**src/hw/rtl/knmhs_pkg.sv**
```systemverilog
// ----------------------------------------------------------------------------
// knmhs_pkg
// Shared types and field widths of the nearest-neighbour selector.
// ----------------------------------------------------------------------------
`timescale 1ns / 1ps
`default_nettype none

package knmhs_pkg;

    localparam int DIST_W  = 32;
    localparam int LABEL_W = 16;

    // One kept candidate as stored in the entry memory
    typedef struct packed {
        logic [DIST_W-1:0]  sq_dist;
        logic [LABEL_W-1:0] label;
    } entry_t;

    localparam int ENTRY_W = $bits(entry_t);

endpackage

`default_nettype wire

```
**src/hw/rtl/knmhs_ram.sv**
```systemverilog
// ----------------------------------------------------------------------------
// knmhs_ram
// Generic simple dual-port RAM: one write port, one read port, registered read.
// ----------------------------------------------------------------------------
`timescale 1ns / 1ps
`default_nettype none

module knmhs_ram #(
    parameter int WIDTH = 48,
    parameter int DEPTH = 20,
    localparam int AW   = (DEPTH > 1) ? $clog2(DEPTH) : 1
) (
    input  wire logic             clk,
    input  wire logic             we,
    input  wire logic [AW-1:0]    waddr,
    input  wire logic [WIDTH-1:0] wdata,
    input  wire logic [AW-1:0]    raddr,
    output logic      [WIDTH-1:0] rdata
);

    logic [WIDTH-1:0] mem [DEPTH];
    logic [WIDTH-1:0] rdata_reg;

    // Write port
    always_ff @(posedge clk)
    begin
        if (we)
        begin
            mem[waddr] <= wdata;
        end
    end

    // Registered read port
    always_ff @(posedge clk)
    begin
        rdata_reg <= mem[raddr];
    end

    assign rdata = rdata_reg;

endmodule

`default_nettype wire

```
**src/hw/rtl/k_nearest_max_heap_select.sv**
```systemverilog
// ----------------------------------------------------------------------------
// k_nearest_max_heap_select
// Bounded top-K nearest-neighbour selector over a stream of candidates.
// ----------------------------------------------------------------------------
// The block keeps the NEIGHBOURS candidates with the smallest distance,
// sorted by (distance, arrival), in one entry RAM. A candidate is inserted by
// walking down from the tail one entry per cycle: the single RAM read port
// and one 32-bit magnitude comparator move one entry up per cycle until the
// slot is found. While not full, a candidate goes into an empty store
// straight at the head in S_RD, and otherwise S_RD starts a read and S_CMP
// steps down past each larger kept entry; once full, S_FCHK first compares
// it against the greatest kept entry, and a candidate that is not strictly
// smaller is dropped. in_ready is high only while the block is idle. On a
// beat with last set, the kept entries follow in ascending order, with
// final_res on the final one; the store is then empty for the next query.
`timescale 1ns / 1ps
`default_nettype none

module k_nearest_max_heap_select #(
    parameter int NEIGHBOURS = 20
) (
    input  wire logic                         clk,
    input  wire logic                         rst_n,
    input  wire logic                         in_valid,
    output logic                              in_ready,
    input  wire logic [knmhs_pkg::DIST_W-1:0]  distance,
    input  wire logic [knmhs_pkg::LABEL_W-1:0] label,
    input  wire logic                         last,
    output logic                              out_valid,
    input  wire logic                         out_ready,
    output logic      [knmhs_pkg::DIST_W-1:0]  nearest_distance,
    output logic      [knmhs_pkg::LABEL_W-1:0] nearest_label,
    output logic                              final_res
);

    localparam int AW = (NEIGHBOURS > 1) ? $clog2(NEIGHBOURS) : 1;
    localparam int CW = $clog2(NEIGHBOURS + 1);

    localparam logic [AW-1:0] LAST_POS = AW'(NEIGHBOURS - 1);
    localparam logic [CW-1:0] FULL_CNT = CW'(NEIGHBOURS);

    // Sequencer codes
    localparam logic [2:0] S_IDLE = 3'd0;
    localparam logic [2:0] S_FCHK = 3'd1;
    localparam logic [2:0] S_RD   = 3'd2;
    localparam logic [2:0] S_CMP  = 3'd3;
    localparam logic [2:0] S_ERD  = 3'd4;
    localparam logic [2:0] S_ELD  = 3'd5;
    localparam logic [2:0] S_EOUT = 3'd6;

    logic [2:0]                     state_reg, state_next;
    logic [CW-1:0]                  count_reg, count_next;
    logic [AW-1:0]                  pos_reg, pos_next;
    logic [knmhs_pkg::DIST_W-1:0]   dist_reg, dist_next;
    logic [knmhs_pkg::LABEL_W-1:0]  label_reg, label_next;
    logic                           last_reg, last_next;
    logic                           out_valid_reg, out_valid_next;
    logic [knmhs_pkg::DIST_W-1:0]   out_dist_reg, out_dist_next;
    logic [knmhs_pkg::LABEL_W-1:0]  out_label_reg, out_label_next;
    logic                           final_reg, final_next;

    logic                           ram_we;
    logic [AW-1:0]                  ram_waddr;
    logic [AW-1:0]                  ram_raddr;
    knmhs_pkg::entry_t              ram_wdata;
    knmhs_pkg::entry_t              ram_rdata;
    logic [knmhs_pkg::ENTRY_W-1:0]  ram_rdata_raw;
    knmhs_pkg::entry_t              new_entry;
    logic                           rd_greater;
    logic                           in_beat;

    knmhs_ram #(
        .WIDTH (knmhs_pkg::ENTRY_W),
        .DEPTH (NEIGHBOURS)
    ) u_ram (
        .clk   (clk),
        .we    (ram_we),
        .waddr (ram_waddr),
        .wdata (ram_wdata),
        .raddr (ram_raddr),
        .rdata (ram_rdata_raw)
    );

    assign ram_rdata = ram_rdata_raw;
    assign new_entry = '{sq_dist: dist_reg, label: label_reg};

    // Shared comparator: kept entry against the held candidate
    assign rd_greater = ram_rdata.sq_dist > dist_reg;

    assign in_ready = (state_reg == S_IDLE);
    assign in_beat  = in_valid && in_ready;

    // Sequencer and datapath control
    always_comb
    begin
        state_next     = state_reg;
        count_next     = count_reg;
        pos_next       = pos_reg;
        dist_next      = dist_reg;
        label_next     = label_reg;
        last_next      = last_reg;
        out_valid_next = out_valid_reg;
        out_dist_next  = out_dist_reg;
        out_label_next = out_label_reg;
        final_next     = final_reg;
        ram_we         = 1'b0;
        ram_waddr      = pos_reg;
        ram_wdata      = new_entry;
        ram_raddr      = LAST_POS;

        case (state_reg)
            S_IDLE:
            begin
                // Greatest kept entry is read here for the full check
                if (in_beat)
                begin
                    dist_next  = distance;
                    label_next = label;
                    last_next  = last;
                    if (count_reg < FULL_CNT)
                    begin
                        pos_next   = count_reg[AW-1:0];
                        count_next = count_reg + CW'(1);
                        state_next = S_RD;
                    end
                    else
                    begin
                        state_next = S_FCHK;
                    end
                end
            end

            S_FCHK:
            begin
                // Replace the tail only on a strictly smaller distance
                if (rd_greater)
                begin
                    pos_next   = LAST_POS;
                    state_next = S_RD;
                end
                else if (last_reg)
                begin
                    pos_next   = '0;
                    state_next = S_ERD;
                end
                else
                begin
                    state_next = S_IDLE;
                end
            end

            S_RD:
            begin
                if (pos_reg == '0)
                begin
                    // Place the candidate at the head
                    ram_we    = 1'b1;
                    ram_waddr = '0;
                    if (last_reg)
                    begin
                        state_next = S_ERD;
                    end
                    else
                    begin
                        state_next = S_IDLE;
                    end
                end
                else
                begin
                    ram_raddr  = pos_reg - AW'(1);
                    state_next = S_CMP;
                end
            end

            S_CMP:
            begin
                ram_we = 1'b1;
                if (rd_greater)
                begin
                    // Move the larger entry up one slot; read the next one down, if any
                    ram_wdata = ram_rdata;
                    pos_next  = pos_reg - AW'(1);
                    if (pos_reg == AW'(1))
                    begin
                        state_next = S_RD;
                    end
                    else
                    begin
                        ram_raddr = pos_reg - AW'(2);
                    end
                end
                else
                begin
                    // Slot found: place the candidate after equal distances
                    pos_next = '0;
                    if (last_reg)
                    begin
                        state_next = S_ERD;
                    end
                    else
                    begin
                        state_next = S_IDLE;
                    end
                end
            end

            S_ERD:
            begin
                ram_raddr  = pos_reg;
                state_next = S_ELD;
            end

            S_ELD:
            begin
                // Load the output register from the entry just read
                out_valid_next = 1'b1;
                out_dist_next  = ram_rdata.sq_dist;
                out_label_next = ram_rdata.label;
                final_next     = (CW'(pos_reg) == count_reg - CW'(1));
                state_next     = S_EOUT;
            end

            S_EOUT:
            begin
                if (out_ready)
                begin
                    out_valid_next = 1'b0;
                    if (final_reg)
                    begin
                        count_next = '0;
                        state_next = S_IDLE;
                    end
                    else
                    begin
                        ram_raddr  = pos_reg + AW'(1);
                        pos_next   = pos_reg + AW'(1);
                        state_next = S_ELD;
                    end
                end
            end

            default:
            begin
                state_next = S_IDLE;
            end
        endcase
    end

    // Control registers
    always_ff @(posedge clk or negedge rst_n)
    begin
        if (!rst_n)
        begin
            state_reg     <= S_IDLE;
            count_reg     <= '0;
            pos_reg       <= '0;
            out_valid_reg <= 1'b0;
        end
        else
        begin
            state_reg     <= state_next;
            count_reg     <= count_next;
            pos_reg       <= pos_next;
            out_valid_reg <= out_valid_next;
        end
    end

    // Payload registers
    always_ff @(posedge clk)
    begin
        dist_reg      <= dist_next;
        label_reg     <= label_next;
        last_reg      <= last_next;
        out_dist_reg  <= out_dist_next;
        out_label_reg <= out_label_next;
        final_reg     <= final_next;
    end

    assign out_valid        = out_valid_reg;
    assign nearest_distance = out_dist_reg;
    assign nearest_label    = out_label_reg;
    assign final_res        = final_reg;

endmodule

`default_nettype wire

```
**config.mk**
```make
export PLATFORM = sky130hd
export DESIGN_NAME = k_nearest_max_heap_select
export DESIGN_NICKNAME = d
export VERILOG_FILES = /design/src/hw/rtl/knmhs_pkg.sv /design/src/hw/rtl/knmhs_ram.sv /design/src/hw/rtl/k_nearest_max_heap_select.sv
export SDC_FILE = /design/constraint.sdc
export NUM_CORES = 1
export LEC_CHECK = 0
export ABC_AREA = 1
export BUFFER_PORTS_ARGS = -buffer_cell sky130_fd_sc_hd__buf_2
export CAP_MARGIN = 20
export CELL_PAD_IN_SITES_DETAIL_PLACEMENT = 1
export CELL_PAD_IN_SITES_GLOBAL_PLACEMENT = 1
export CORE_UTILIZATION = 30
export DETAILED_ROUTE_END_ITERATION = 10
export PLACE_DENSITY = 0.48
export RECOVER_POWER = 50
export SKIP_CTS_REPAIR_TIMING = 1
export SLEW_MARGIN = 20
export SYNTH_ARGS = -nofsm -noshare
export SYNTH_HDL_FRONTEND = slang
export SYNTH_SLANG_ARGS = --single-unit
```
**constraint.sdc**
```tcl
create_clock -name clk -period 5.56 [get_ports clk]
set_input_delay 0.834 -clock clk [delete_from_list [all_inputs] [get_ports clk]]
set_output_delay 0.834 -clock clk [all_outputs]
set_load 0.1 [all_outputs]
```
==> results_dict.tcl <==
set metrics [dict create \
    status "finished, violations left" \
    violations "capacitance limit, slew limit" \
    hold_depth 1 \
    ys.flop_type "edfxtp_1" \
    path_max_fanout 36 \
    cap_violations 29 \
    tns_ns 0 \
    slew_viol_final 603 \
    p_per_area_mw_per_mm2 583 \
    drtIter0Drc 2300 \
    antenna_cells 0 \
    ys_top_cells_by_area "edfxtp_1 (70%), nand3_1 (15%), nand2_1 (5.7%), dfxtp_1 (2.1%), buf_2 (1.8%)" \
    yosysTopAreaCell "edfxtp_1" \
    wl_per_cell_um 25.2 \
    tightest_slew_ns 2.67 \
    dpl.hpwl_mm 76.5 \
    clock-sinks 1120 \
    root_buffer "clkbuf_16" \
    path_clk_slew_ns 0.05 \
    antenna_found_initial 2 \
    synth-async-reset-ratio_pct 1.25 \
    cts-buffers-inserted 134 \
    period_minus_slack_ns 4.85 \
    vias_per_cell 5.09 \
    p_leak_uw 0.0184 \
    cpMaxStageDelayCell "nor2_1" \
    grt_usage_pct 19.7 \
    largest_register_ffs 960 \
    grt_max_degree 166 \
    ir_drop_v 0.000639 \
    first_global_vias 31400 \
    post-route-period-util_pct 87.3 \
    drt_first_pass_iters 7 \
    critPathKind "reg -> reg" \
    syn_nets 3846 \
    final_area_mm2 0.0528 \
    clock_latency_ns 0.77 \
    io_buffer_count 103 \
    start_kind "flip-flop" \
    rr_worst_depth 11 \
    ys_warn_count 0 \
    initial_core_util_pct 30.3 \
    finalHoldViolCount 0 \
    drive_gt1_share_pct 8.87 \
    die_h_um 392 \
    final-setup-viol-count 0 \
    ys_top_cells_by_count "nand3_1 (1361), edfxtp_1 (1058), nand2_1 (698)" \
    die-width_um 392 \
    die_area_mm2 0.154 \
    htreeDepth 4 \
    hp-class "in -> reg" \
    dp_cells 5715 \
    io_pins 104 \
    grt_pass1_wl_mm 221 \
    coreArea_mm2 0.150 \
    cp_num_cells 11 \
    slew_headroom_pct -77.8 \
    place.gp.congestion 0.741 \
    path_buf_inv 4 \
    cp-end-kind "flip-flop" \
    cp_cell_sequence "inv_1 > ha_1 > nand2_1 > nor2_1 > inv_1 > nor2_1 > inv_1 > nand2_1 > nand2_1 > nor2_1 > buf_12" \
    num-nets-final 3933 \
    finish.utilization_pct 35.1 \
    cts_buffer_depth 3 \
    place_ws_ns 1.12 \
    layout_setup_ws_ns 0.705 \
    syn_avg_cell_area_um2 12.2 \
    slowest_delay_ns 1.76 \
    ys_seq_elements 1120 \
    yosysMostFrequentCell "nand3_1" \
    fin_cells 5961 \
    area.growth.synth_to_final_pct 15.7 \
    wl_mm 150 \
    postRouteAntennaNets 0 \
    fin_skew_ns 0.0289 \
    syn-instance-count 3749 \
    place_area_mm2 0.0488 \
    cts_tree "built" \
    synth_edf_count 1058 \
    rsz0062_at_grt "false" \
    route.detailed.drc 0 \
    rows 142 \
    ys_seq_area_share_pct 72.6 \
    critPathTopFamily "simple AND/OR/NAND/NOR gates" \
    synth_cell_types 38 \
    vias 30300 \
    fmax_mhz 206 \
    cp.arrival_ns 5.26 \
    synth_top_area_share_pct 69.7 \
    synth_area_mm2 0.0456 \
    worst_ep_required_time_ns 5.96 \
    grt-ovfl-total 0 \
]
## cells in the final DEF (no fill, tap or decap), types with 10 or more instances in the layout
master / netlist / final
inv_1: 73 / 74
clkbuf_16: 0 / 138
nor2_4: 1 / 10
buf_12: 0 / 32
a21oi_1: 18 / 18
clkinv_2: 0 / 17
clkinv_1: 1 / 11
dfrtp_1: 14 / 14
clkbuf_1: 69 / 132
buf_2: 163 / 47
dfxtp_1: 48 / 48
buf_4: 15 / 50
edfxtp_1: 1058 / 1058
nand2_1: 698 / 696
ha_1: 44 / 44
nor2_1: 62 / 56
o21ai_1: 2 / 21
nand3_1: 1361 / 1361
o21ai_0: 52 / 28
## per-layer routing
layer	wire, µm	GRT usage, %	share of wire [%]
met5	0	0	0
met1	71100	27.6	47
met4	2600	4.60	1.7
met3	5100	2.76	3.4
met2	71500	32.2	48
## logic make-up (layout without fill, tap and decap cells)
kind of cell,count (synthesis),after routing,share of synthesized area [%]
AO/OA/AOI/OAI,85,85,1.04
adder cells (fa/ha/maj),44,44,1.21
XOR/XNOR,10,10,0.192
buffers and inverters,348,544,3.49
flip-flops,1120,1120,72.6
AND/OR/NAND/NOR,2142,2142,21.5
## area by class of cell
cell class / instances / area [µm²]
tap: 2016 / 2520
multi-input combinational: 2281 / 11000
fill: 16100 / 97500
clock buffer: 198 / 3750
sequential: 1120 / 33100
inverter: 82 / 314
clock inverter: 47 / 452
timing repair buffer: 217 / 1600
## stage by stage
step           total power, µW  hold WS (ns)
6_report                 30800         0.246
2_1_floorplan            18400         0.408
3_5_place_dp             22800         0.415
4_1_cts                  31400       -0.0674
5_1_grt                  32700         0.199
3_3_place_gp             22700         0.414
## power breakdown
group	internal [µW]	switching (µW)	leakage, µW	total, µW
sequential	10500	399	0.0101	10900
combinational	3010	8360	0.00625	11400
clock	4960	3520	0.00204	8480
## final timing paths
check | startpoint | to | slack [ns]
max in group asynchronous | rst_n | state_reg[0] | 4.30
max | pos_reg[1] | u_ram.mem[19][47] | 0.71
min reg2reg | u_ram.rdata[6] | nearest_label[6] | 0.43
min | label[2] | label_reg[2] | 0.25
max reg2reg | pos_reg[1] | u_ram.mem[19][47] | 0.71
min in group asynchronous | rst_n | state_reg[2] | 0.72
No activity file was read; power rests on OpenSTA's default activity.
